## config.mk

```make
export PLATFORM = sky130hd
export DESIGN_NAME = mandelbrot_escape_count_core
export DESIGN_NICKNAME = d
export VERILOG_FILES = /design/src/rtl/core/mec_pkg.sv /design/src/rtl/core/mec_mul.sv /design/src/rtl/core/mandelbrot_escape_count_core.sv
export SDC_FILE = /design/constraint.sdc
export NUM_CORES = 2
export LEC_CHECK = 0
export ABC_CLOCK_PERIOD_IN_PS = 11150
export BUFFER_PORTS_ARGS = -buffer_cell sky130_fd_sc_hd__buf_2
export CORE_UTILIZATION = 60
export DETAILED_ROUTE_END_ITERATION = 6
export GPL_TIMING_DRIVEN = 0
export HOLD_SLACK_MARGIN = 0.05
export PLACE_DENSITY = 0.81
export REMOVE_ABC_BUFFERS = 1
export SLEW_MARGIN = 30
export SYNTH_ARGS = -nofsm -noshare
export SYNTH_HDL_FRONTEND = slang
export SYNTH_SLANG_ARGS = --single-unit
```

## constraint.sdc

```tcl
create_clock -name aclk -period 11.15 [get_ports aclk]
set_clock_uncertainty 0.2 [all_clocks]
set_input_delay 0.5575 -clock aclk [delete_from_list [all_inputs] [get_ports aclk]]
set_output_delay 0.5575 -clock aclk [all_outputs]
set_load 0.1 [all_outputs]
```

## src/rtl/core/mec_pkg.sv

```systemverilog
// Shared constants for the escape-time counter core.
// No dependencies; imported by mec_mul and mandelbrot_escape_count_core.
package mec_pkg;

    // Default coordinate format: signed Q4.28 in 32 bits.
    localparam int COORD_WIDTH_DEF = 32;
    localparam int FRAC_BITS_DEF   = 28;

    // Iteration count and limit register.
    localparam int COUNT_W = 17;
    localparam logic [COUNT_W-1:0] ITER_CAP = 17'd65536;

    // Result stream: the count, zero-filled to whole bytes.
    localparam int M_TDATA_W = ((COUNT_W + 7) / 8) * 8;

    // Default width of one multiplier operand: a value of magnitude up to two.
    localparam int MUL_W_DEF = FRAC_BITS_DEF + 3;

endpackage

```

## src/rtl/core/mec_mul.sv

```systemverilog
// Registered signed multiplier shared by every product of the iteration.
// Depends on mec_pkg for its default operand width.
module mec_mul #(
    parameter int MUL_W = mec_pkg::MUL_W_DEF
) (
    input  logic                        aclk,
    input  logic signed [MUL_W-1:0]     op_a,
    input  logic signed [MUL_W-1:0]     op_b,
    output logic signed [2*MUL_W-1:0]   prod_reg
);
    import mec_pkg::*;

    logic signed [2*MUL_W-1:0] prod_next;

    // Exact product; both operands are sign-extended to the full width.
    assign prod_next = op_a * op_b;

    always_ff @(posedge aclk) begin
        prod_reg <= prod_next;
    end

endmodule

```

## src/rtl/core/mandelbrot_escape_count_core.sv

```systemverilog
// Escape-time counter for one point of the complex plane, in fixed point.
// Depends on mec_pkg and mec_mul (the shared multiplier).
//
// Usage: a point c arrives as one transaction on the s_ stream, with c_real
// in the low COORD_WIDTH bits of s_tdata and c_imag above it. The core starts
// with z equal to c and a count of one, then repeatedly applies z = z*z + c
// until |z|^2 exceeds four or the iteration limit is reached. The final count,
// from 1 to the limit plus one, leaves as one transaction on the m_ stream.
// The iteration limit is written through cfg_wr_en/cfg_wr_data. The user
// must write it only while the core is idle; the core does not enforce this.
// Values above 65536 act as 65536 and zero returns a count of one.
// Sequence: one update steps through ST_CHECK, ST_SQ_I, ST_CROSS and ST_UPD,
// since the single multiplier forms zr*zr, zi*zi and zr*zi in turn. A point
// that leaves the radius-two box or reaches the limit finishes from ST_CHECK,
// and one that fails the squared-magnitude test finishes from ST_CROSS; both
// pass through ST_DONE, which raises the result. s_tready is high only while no
// point is in work. A result waiting for m_tready does not hold up the next
// point; if the receiver still stalls when the next result is ready, the core
// holds that result. Reset (synchronous, aresetn low) drops any point in work
// and any pending result, and sets the iteration limit to 65536.
module mandelbrot_escape_count_core #(
    parameter int COORD_WIDTH = mec_pkg::COORD_WIDTH_DEF,
    parameter int FRAC_BITS   = mec_pkg::FRAC_BITS_DEF
) (
    input  logic                               aclk,
    input  logic                               aresetn,
    // Configuration: the iteration limit.
    input  logic                               cfg_wr_en,
    input  logic [mec_pkg::COUNT_W-1:0]        cfg_wr_data,
    // Input stream. tdata from bit 0: c_real, c_imag, zero fill.
    input  logic                               s_tvalid,
    output logic                               s_tready,
    input  logic [((2*COORD_WIDTH+7)/8)*8-1:0] s_tdata,
    // Result stream. tdata from bit 0: count, zero fill.
    output logic                               m_tvalid,
    input  logic                               m_tready,
    output logic [mec_pkg::M_TDATA_W-1:0]      m_tdata
);
    import mec_pkg::*;

    // z carries four more integer bits than c; the multiplier operand only
    // needs to hold a magnitude of two, as larger values escape first.
    localparam int Z_W   = COORD_WIDTH + 4;
    localparam int MUL_W = FRAC_BITS + 3;
    localparam int P_W   = 2 * MUL_W;
    localparam int S_W   = ((P_W > Z_W) ? P_W : Z_W) + 1;

    localparam logic signed [S_W-1:0] TWO_S =
        {{(S_W-FRAC_BITS-2){1'b0}}, 2'b10, {FRAC_BITS{1'b0}}};
    localparam logic signed [S_W-1:0] LIM_S =
        {{(S_W-FRAC_BITS-3){1'b0}}, 3'b100, {FRAC_BITS{1'b0}}};

    typedef enum logic [2:0] {
        ST_IDLE,
        ST_CHECK,
        ST_SQ_I,
        ST_CROSS,
        ST_UPD,
        ST_DONE
    } state_t;

    state_t state_reg;

    logic [COUNT_W-1:0]           iter_limit_reg;
    logic [COUNT_W-1:0]           count_reg;
    logic [COUNT_W-1:0]           count_out_reg;
    logic                         m_tvalid_reg;
    logic signed [COORD_WIDTH-1:0] cr_reg;
    logic signed [COORD_WIDTH-1:0] ci_reg;
    logic signed [Z_W-1:0]        zr_reg;
    logic signed [Z_W-1:0]        zi_reg;
    logic signed [S_W-1:0]        sr_reg;
    logic signed [S_W-1:0]        si_reg;

    logic signed [MUL_W-1:0]      op_a;
    logic signed [MUL_W-1:0]      op_b;
    logic signed [P_W-1:0]        prod_reg;

    logic [COUNT_W-1:0]           limit;
    logic                         limit_hit;
    logic signed [S_W-1:0]        zr_s;
    logic signed [S_W-1:0]        zi_s;
    logic                         out_of_box;
    logic signed [S_W-1:0]        sq_val;
    logic signed [S_W-1:0]        cross_val;
    logic signed [S_W-1:0]        mag_sq;
    logic                         mag_escape;
    logic signed [Z_W-1:0]        zr_next;
    logic signed [Z_W-1:0]        zi_next;

    // Limits above the cap behave as the cap.
    assign limit     = (iter_limit_reg > ITER_CAP) ? ITER_CAP : iter_limit_reg;
    // The count is one more than the updates run so far.
    assign limit_hit = (count_reg > limit);

    assign zr_s = S_W'(zr_reg);
    assign zi_s = S_W'(zi_reg);
    // A component beyond two always escapes; this also keeps every product
    // within the multiplier operand width.
    assign out_of_box = (zr_s > TWO_S) || (zr_s < -TWO_S) ||
                        (zi_s > TWO_S) || (zi_s < -TWO_S);

    // Arithmetic shifts give floor division, i.e. truncation toward minus
    // infinity. The cross product drops one bit fewer, which doubles it.
    assign sq_val     = S_W'(prod_reg >>> FRAC_BITS);
    assign cross_val  = S_W'(prod_reg >>> (FRAC_BITS - 1));
    assign mag_sq     = sr_reg + sq_val;
    assign mag_escape = (mag_sq > LIM_S);

    assign zr_next = Z_W'(sr_reg - si_reg + S_W'(cr_reg));
    assign zi_next = Z_W'(cross_val + S_W'(ci_reg));

    // Operand selection for the shared multiplier: zr*zr, then zi*zi, then zr*zi.
    always_comb begin
        op_a = MUL_W'(zr_reg);
        op_b = MUL_W'(zr_reg);
        case (state_reg)
            ST_SQ_I: begin
                op_a = MUL_W'(zi_reg);
                op_b = MUL_W'(zi_reg);
            end
            ST_CROSS: begin
                op_a = MUL_W'(zr_reg);
                op_b = MUL_W'(zi_reg);
            end
            default: begin
                op_a = MUL_W'(zr_reg);
                op_b = MUL_W'(zr_reg);
            end
        endcase
    end

    mec_mul #(
        .MUL_W (MUL_W)
    ) u_mul (
        .aclk     (aclk),
        .op_a     (op_a),
        .op_b     (op_b),
        .prod_reg (prod_reg)
    );

    // Sequencer: state, operands and registered outputs.
    always_ff @(posedge aclk) begin
        if (!aresetn) begin
            state_reg      <= ST_IDLE;
            m_tvalid_reg   <= 1'b0;
            iter_limit_reg <= ITER_CAP;
        end else begin
            if (cfg_wr_en) begin
                iter_limit_reg <= cfg_wr_data;
            end

            // In the finishing state the output register is handled below.
            if (m_tvalid_reg && m_tready && (state_reg != ST_DONE)) begin
                m_tvalid_reg <= 1'b0;
            end

            case (state_reg)
                ST_IDLE: begin
                    if (s_tvalid) begin
                        cr_reg    <= s_tdata[COORD_WIDTH-1:0];
                        ci_reg    <= s_tdata[2*COORD_WIDTH-1:COORD_WIDTH];
                        zr_reg    <= Z_W'($signed(s_tdata[COORD_WIDTH-1:0]));
                        zi_reg    <= Z_W'($signed(s_tdata[2*COORD_WIDTH-1:COORD_WIDTH]));
                        count_reg <= COUNT_W'(1);
                        state_reg <= ST_CHECK;
                    end
                end
                ST_CHECK: begin
                    // The multiplier is forming zr*zr in this cycle.
                    if (limit_hit || out_of_box) begin
                        state_reg <= ST_DONE;
                    end else begin
                        state_reg <= ST_SQ_I;
                    end
                end
                ST_SQ_I: begin
                    sr_reg    <= sq_val;
                    state_reg <= ST_CROSS;
                end
                ST_CROSS: begin
                    si_reg <= sq_val;
                    if (mag_escape) begin
                        state_reg <= ST_DONE;
                    end else begin
                        state_reg <= ST_UPD;
                    end
                end
                ST_UPD: begin
                    zr_reg    <= zr_next;
                    zi_reg    <= zi_next;
                    count_reg <= count_reg + COUNT_W'(1);
                    state_reg <= ST_CHECK;
                end
                ST_DONE: begin
                    if (!m_tvalid_reg || m_tready) begin
                        m_tvalid_reg  <= 1'b1;
                        count_out_reg <= count_reg;
                        state_reg     <= ST_IDLE;
                    end
                end
                default: begin
                    state_reg <= ST_IDLE;
                end
            endcase
        end
    end

    assign s_tready = (state_reg == ST_IDLE);
    assign m_tvalid = m_tvalid_reg;
    assign m_tdata  = {{(M_TDATA_W-COUNT_W){1'b0}}, count_out_reg};

`ifndef NO_ASSERTIONS
    // A newly accepted point always starts with a count of one.
    a_start_count: assert property (@(posedge aclk) disable iff (!aresetn)
        (s_tvalid && s_tready) |=> (count_reg == COUNT_W'(1) && state_reg == ST_CHECK))
        else $error("point did not start with a count of one");

    // The count never runs past one more than the effective limit.
    a_count_bound: assert property (@(posedge aclk) disable iff (!aresetn)
        (state_reg != ST_IDLE) |->
            ({1'b0, count_reg} <= ({1'b0, limit} + (COUNT_W+1)'(1))))
        else $error("iteration count ran past the limit");

    // A result is only raised from the finishing state.
    a_result_source: assert property (@(posedge aclk) disable iff (!aresetn)
        $rose(m_tvalid_reg) |-> $past(state_reg == ST_DONE))
        else $error("result raised outside the finishing state");

    // A delivered count is never zero.
    a_count_nonzero: assert property (@(posedge aclk) disable iff (!aresetn)
        m_tvalid_reg |-> (count_out_reg != '0))
        else $error("result count of zero");
`endif

endmodule
```

Yosys cells after proc, flatten, opt, wreduce, memory -nomap -nowiden
Index checks and enable logic that the tools add are counted.
{"block": "classes", "mul": 1, "order_cmp": 7, "muxes": 17, "n_eq_ne": 8, "reduce_logical": 17, "addsub": 5}
{"cell": "one-hot mux 36 bit (2 select lines)", "count": 2}
{"cell": "adder 35 x 32 -> 36 bit", "count": 2}
{"cell": "greater-than comparator 36 x 31 -> 1 bit, second input constant", "count": 2}
{"cell": "< comparator 36 x 30 -> 1 bit, second input constant", "count": 2}
{"cell": "two-way mux 36 bit", "count": 2}
{"cell": "multiplier 31 x 31 -> 62 bit", "count": 1}
{"cell": "two-way mux 31 bit", "count": 2}
{"cell": "adder 34 x 34 -> 35 bit", "count": 1}
{"cell": "greater-than comparator 35 x 32 -> 1 bit, second input constant", "count": 1}
{"cell": "subtractor 34 x 34 -> 35 bit", "count": 1}
{"cell": "two-way mux 17 bit", "count": 2}
{"cell": "one-hot mux 17 bit (2 select lines)", "count": 1}
{"cell": "one-hot mux 3 bit (6 select lines)", "count": 1}
{"cell": "adder 17 x 1 -> 17 bit, second input constant", "count": 1}
{"cell": "greater-than comparator 17 bit", "count": 1}
{"cell": "greater-than comparator 17 bit, second input constant", "count": 1}
{"cell": "two-way mux 3 bit", "count": 3}
{"cell": "AND reduction 3 bit", "count": 3}
{"cell": "equality test 3 x 2 -> 1 bit, second input constant", "count": 2}
{"cell": "equality test 3 bit, second input constant", "count": 2}
{"cell": "AND reduction 2 bit", "count": 3}
{"cell": "logical OR 1 bit", "count": 5}
{"cell": "two-way mux 1 bit", "count": 4}
{"cell": "inequality test 2 bit, second input constant", "count": 2}
{"cell": "7 further kinds", "count": 8}
{"block": "totals", "elab_cells": 67, "in_bits": 86, "out_inout_bits": 26, "regBits": 321}

Logic depth before layout (Yosys ltp)
{"block": "logic_depth", "depth_word": 7, "ltp_mapped": 34}

Modules after synthesis
Synthesis repeated with hierarchy kept, for this count alone.
{"block": "unflattened", "hier_cells": 5575, "area_unflattened_um2": 53151.0}
{"mod": "mec_mul", "area_per_inst_um2": 35580.4, "n_inst": 1, "cells_per_inst": 3793}
{"mod": "mandelbrot_escape_count_core", "area_per_inst_um2": 17570.6, "n_inst": 1, "cells_per_inst": 1782}

Worst setup path after synthesis
No wires, ideal clock.
{"block": "synth_timing", "path_kind": "flip-flop to flip-flop", "start": "reg state_reg[2]", "end": "reg u_mul.prod_reg[61]", "t_arrival_ns": 8.814, "period_less_slack_ns": 9.130, "n_path_buf": 6, "t_required_ns": 10.835, "setup_time_ns": 0.115, "slack_ns": 2.020, "stages_incl_launch_ff": 33, "path_cell_list": "dfxtp_1 buf_6 nand2b_1 buf_4 clkbuf_1 clkbuf_1 mux2i_1 clkbuf_1 nor2_1 fa_1 fa_1 inv_1 fa_1 fa_1 inv_1 fa_1 fa_1 fa_1 inv_1 fa_1 inv_1 ha_1 buf_2 a21o_1 a21o_1 a221oi_1 o21ai_0 a31oi_2 a21oi_4 o31ai_2 o21ai_1 or4_1 and3_1"}
{"block": "synth_between", "elab_chain_cells": 4, "word_cells_on_any_way": 6}
{"item": "start, declared", "line_no": "mandelbrot_escape_count_core.sv:62", "text": "state_t state_reg;"}
{"item": "start signal, assigned", "line_no": "mandelbrot_escape_count_core.sv:145", "text": "state_reg <= ST_IDLE;"}
{"item": "start signal, assigned", "line_no": "mandelbrot_escape_count_core.sv:166", "text": "state_reg <= ST_CHECK;"}
{"item": "start signal, assigned", "line_no": "mandelbrot_escape_count_core.sv:172", "text": "state_reg <= ST_DONE;"}
{"item": "equality test 3 x 2 -> 1 bit", "line_no": "mandelbrot_escape_count_core.sv:117", "text": "case (state_reg)"}
{"item": "OR reduction 2 bit (no line)"}
{"item": "two-way mux 31 bit", "line_no": "mandelbrot_escape_count_core.sv:117"}
{"item": "multiplier 31 x 31 -> 62 bit *", "line_no": "mec_mul.sv:16", "text": "assign prod_next = op_a * op_b;"}
{"item": "net u_mul.prod_next[61]", "line_no": "mec_mul.sv:13", "text": "logic signed [2*MUL_W-1:0] prod_next;"}
{"item": "end signal, assigned", "line_no": "mec_mul.sv:19", "text": "prod_reg <= prod_next;"}
{"item": "end, declared", "line_no": "mec_mul.sv:9", "text": "output logic signed [2*MUL_W-1:0] prod_reg"}
Mark *: on every way through the listed nets, which the timed path passes. The rest lies on a longest branch.
A chain may end at the register's enable or synchronous reset.

Worst setup path after layout
{"block": "layout_timing", "start": "reg state_reg[1]", "end": "reg u_mul.prod_reg[50]"}
Same word-level chain as after synthesis.

==> flow_summary.toml <==
[synthesis]
async_flop_share = 0
ys_seq_area_frac = 0.164
ys_ff_latch = 294
yosysWarnings = 0
syn_inst = 5256
synth_top_area_cell = "fa_1"
syn_area_um2 = 50400
syn_avg_cell_area_um2 = 9.59
synth_top_cell_area_share = 0.418
synth_edf_count = 238
yosysUniqueCellTypes = 86
synth_area_leaders = "fa_1 42%, edfxtp_1 14%, inv_1 8.7%"
ys.flop_type = "edfxtp_1"

[floorplanning]
core-area_um2 = 82600
die_w_um = 292
rows = 105
start_util = 0.610
io_pins = 112
dieArea_um2 = 85100
die_h_um = 292

[global_routing]
grt_usage = 0.357
grt_pass1_vias = 41329
antenna_found_initial = 7
grt_pass1_wl_mm = 231
grt.overflow.total = 0
grt_start_max_net_pins = 71

[routing]
drc = 31
dr.pass1.iters = 7
ant_nets = 0
finalWirelength_mm = 148
wl_per_cell_um = 22.9
vias = 39055
viasPerCell = 6.07
drtIter0Drc = 3935

[setup_path]
cp-start-kind = "flop"
required_ps = 11360
path_buf_inv = 11
slowest_stage = "mux2_2"
path_max_fanout = 16
criticalPathCategory = "reg2reg"
cp.arrival_ps = 11260
slowest_delay_ps = 620
critPathCaptureType = "flop"
critPathTopFamily = "adder cells"

[cells_and_area]
final_cells = 6432
fill_cells = 6027
utilization = 0.664
drive_gt1_frac = 0.0676
layout_commonest_cell = "inv_1"
mostFrequentLayoutCells = "1164 x inv_1, 1053 x fa_1, 614 x nand2_1"
area_growth_pct = 8.98
fin_nets = 6775

[timing]
clock.fmax_mhz = 90.5
relSlewSlack = 0.287
drv_slew = 0
timing.final.crit_share = 0.992
hold_viol_final = 0
finalSetupViolations = 0
tns_ps = 0
period_needed_ps = 11060
rsz0062_at_grt = "no"
tightest_slew_ps = 1070
hold_slack_ps = 62.3

[place]
gp_congestion = 1.03
post-dp-hpwl_mm = 117
dp.cells = 6297
port_buffers = 104

[run_status]
status = "finished with violations"
violations = "DRC"

[clocking]
cts_max_level = 1
cts-root-buf = "clkbuf_16"
cts_buffers = 28
clock_sinks = 294
cts_tree = "done"
worstSkewPairLatency_ps = 570
clockBufferDepth = 3
clkSlewWorstSetupHoldPaths_ps = 70

[hold_path]
hp-class = "in2reg"

[job]
drv_cap = 0
==> cells in the mapped netlist (10+ instances only) <==
cell type	n
inv_1	1165
or2_2	11
a31oi_1	16
o211ai_1	11
nor4_1	24
and2_1	15
nor3_1	22
nand3_1	41
nand2b_1	35
and4_1	10
a21boi_0	10
nor2b_1	36
o21ai_0	142
dfxtp_1	56
edfxtp_1	238
mux2_2	54
ha_1	301
and3_1	22
a21oi_1	121
nand4_1	24
mux2i_1	79
clkbuf_1	178
a211oi_1	21
nand2_1	615
o21bai_1	16
xnor2_1	72
fa_1	1053
nor2_1	568
a21o_1	59
o21a_1	20
o31ai_1	10
xor2_1	59
==> cell families after synthesis <==
logic type               share of synthesized area
buffers and inverters                        0.103
adder cells (fa/ha/maj)                      0.493
multiplexers                                0.0278
AND/OR/NAND/NOR                              0.122
other                                    0.0000744
AO/OA/AOI/OAI                               0.0674
XOR/XNOR                                    0.0228
flip-flops                                   0.164
==> metal layers <==
metal | GRT usage | wire length [µm] | vias up
met5 | 0 | 12 | -
met1 | 0.430 | 50200 | 19407
met3 | 0.108 | 18300 | 769
li1 | - | - | 16316
met2 | 0.552 | 65800 | 2561
met4 | 0.249 | 13200 | 2
==> path summary, 6_finish.rpt <==
kind | start | slack [ps] | end | cells past startpoint
min | cfg_wr_data[13] | 60 | iter_limit_reg[13] | 3
max | state_reg[1] | 90 | u_mul.prod_reg[50] | 32
max reg2reg | state_reg[1] | 90 | u_mul.prod_reg[50] | 32
min reg2reg | count_reg[11] | 330 | count_out_reg[11] | 0
==> layout make-up <==
class,count,area (µm²),share of cell area
diodes,5,12.5,0.000228
inverters,1167,4380,0.0798
clock buffers,45,816,0.0149
well taps,1070,1340,0.0244
clock inverters,7,52.6,0.000957
repair buffers,241,2340,0.0426
flip-flops and latches,294,8270,0.151
multi-input cells,3603,37700,0.687
==> timing repair <==
| action | 4_1_cts | 5_1_grt |
|---|---|---|
| hold endpoints to repair | 69 | 1 |
| gates resized for setup | 1 | 5 |
| hold buffers | 69 | 1 |
| setup buffers | 1 | 7 |
| endpoints found under the setup margin | 7 | 13 |
| pin swaps | 0 | 1 |
| gates cloned | 0 | 0 |
==> metrics by stage <==
stage	instance area, µm²	setup slack (ps)
global placement	51500	-2520
floorplan	49600	504
global route	54900	24.8
finish	54900	94.6
CTS	54800	148
detailed placement	53200	-304
==> worst register-to-register path, delay by kind of cell, from the launching register on <==
family	cells	cell delay [ps]
flip-flops	1	470
multiplexers	1	620
AND/OR/NAND/NOR	6	2000
AO/OA/AOI/OAI	5	1330
adder cells (fa/ha/maj)	9	4470
buffers and inverters	11	1820
Power is not shown: default switching activity piles up to over one toggle a cycle in this logic, so the estimate is an artifact.
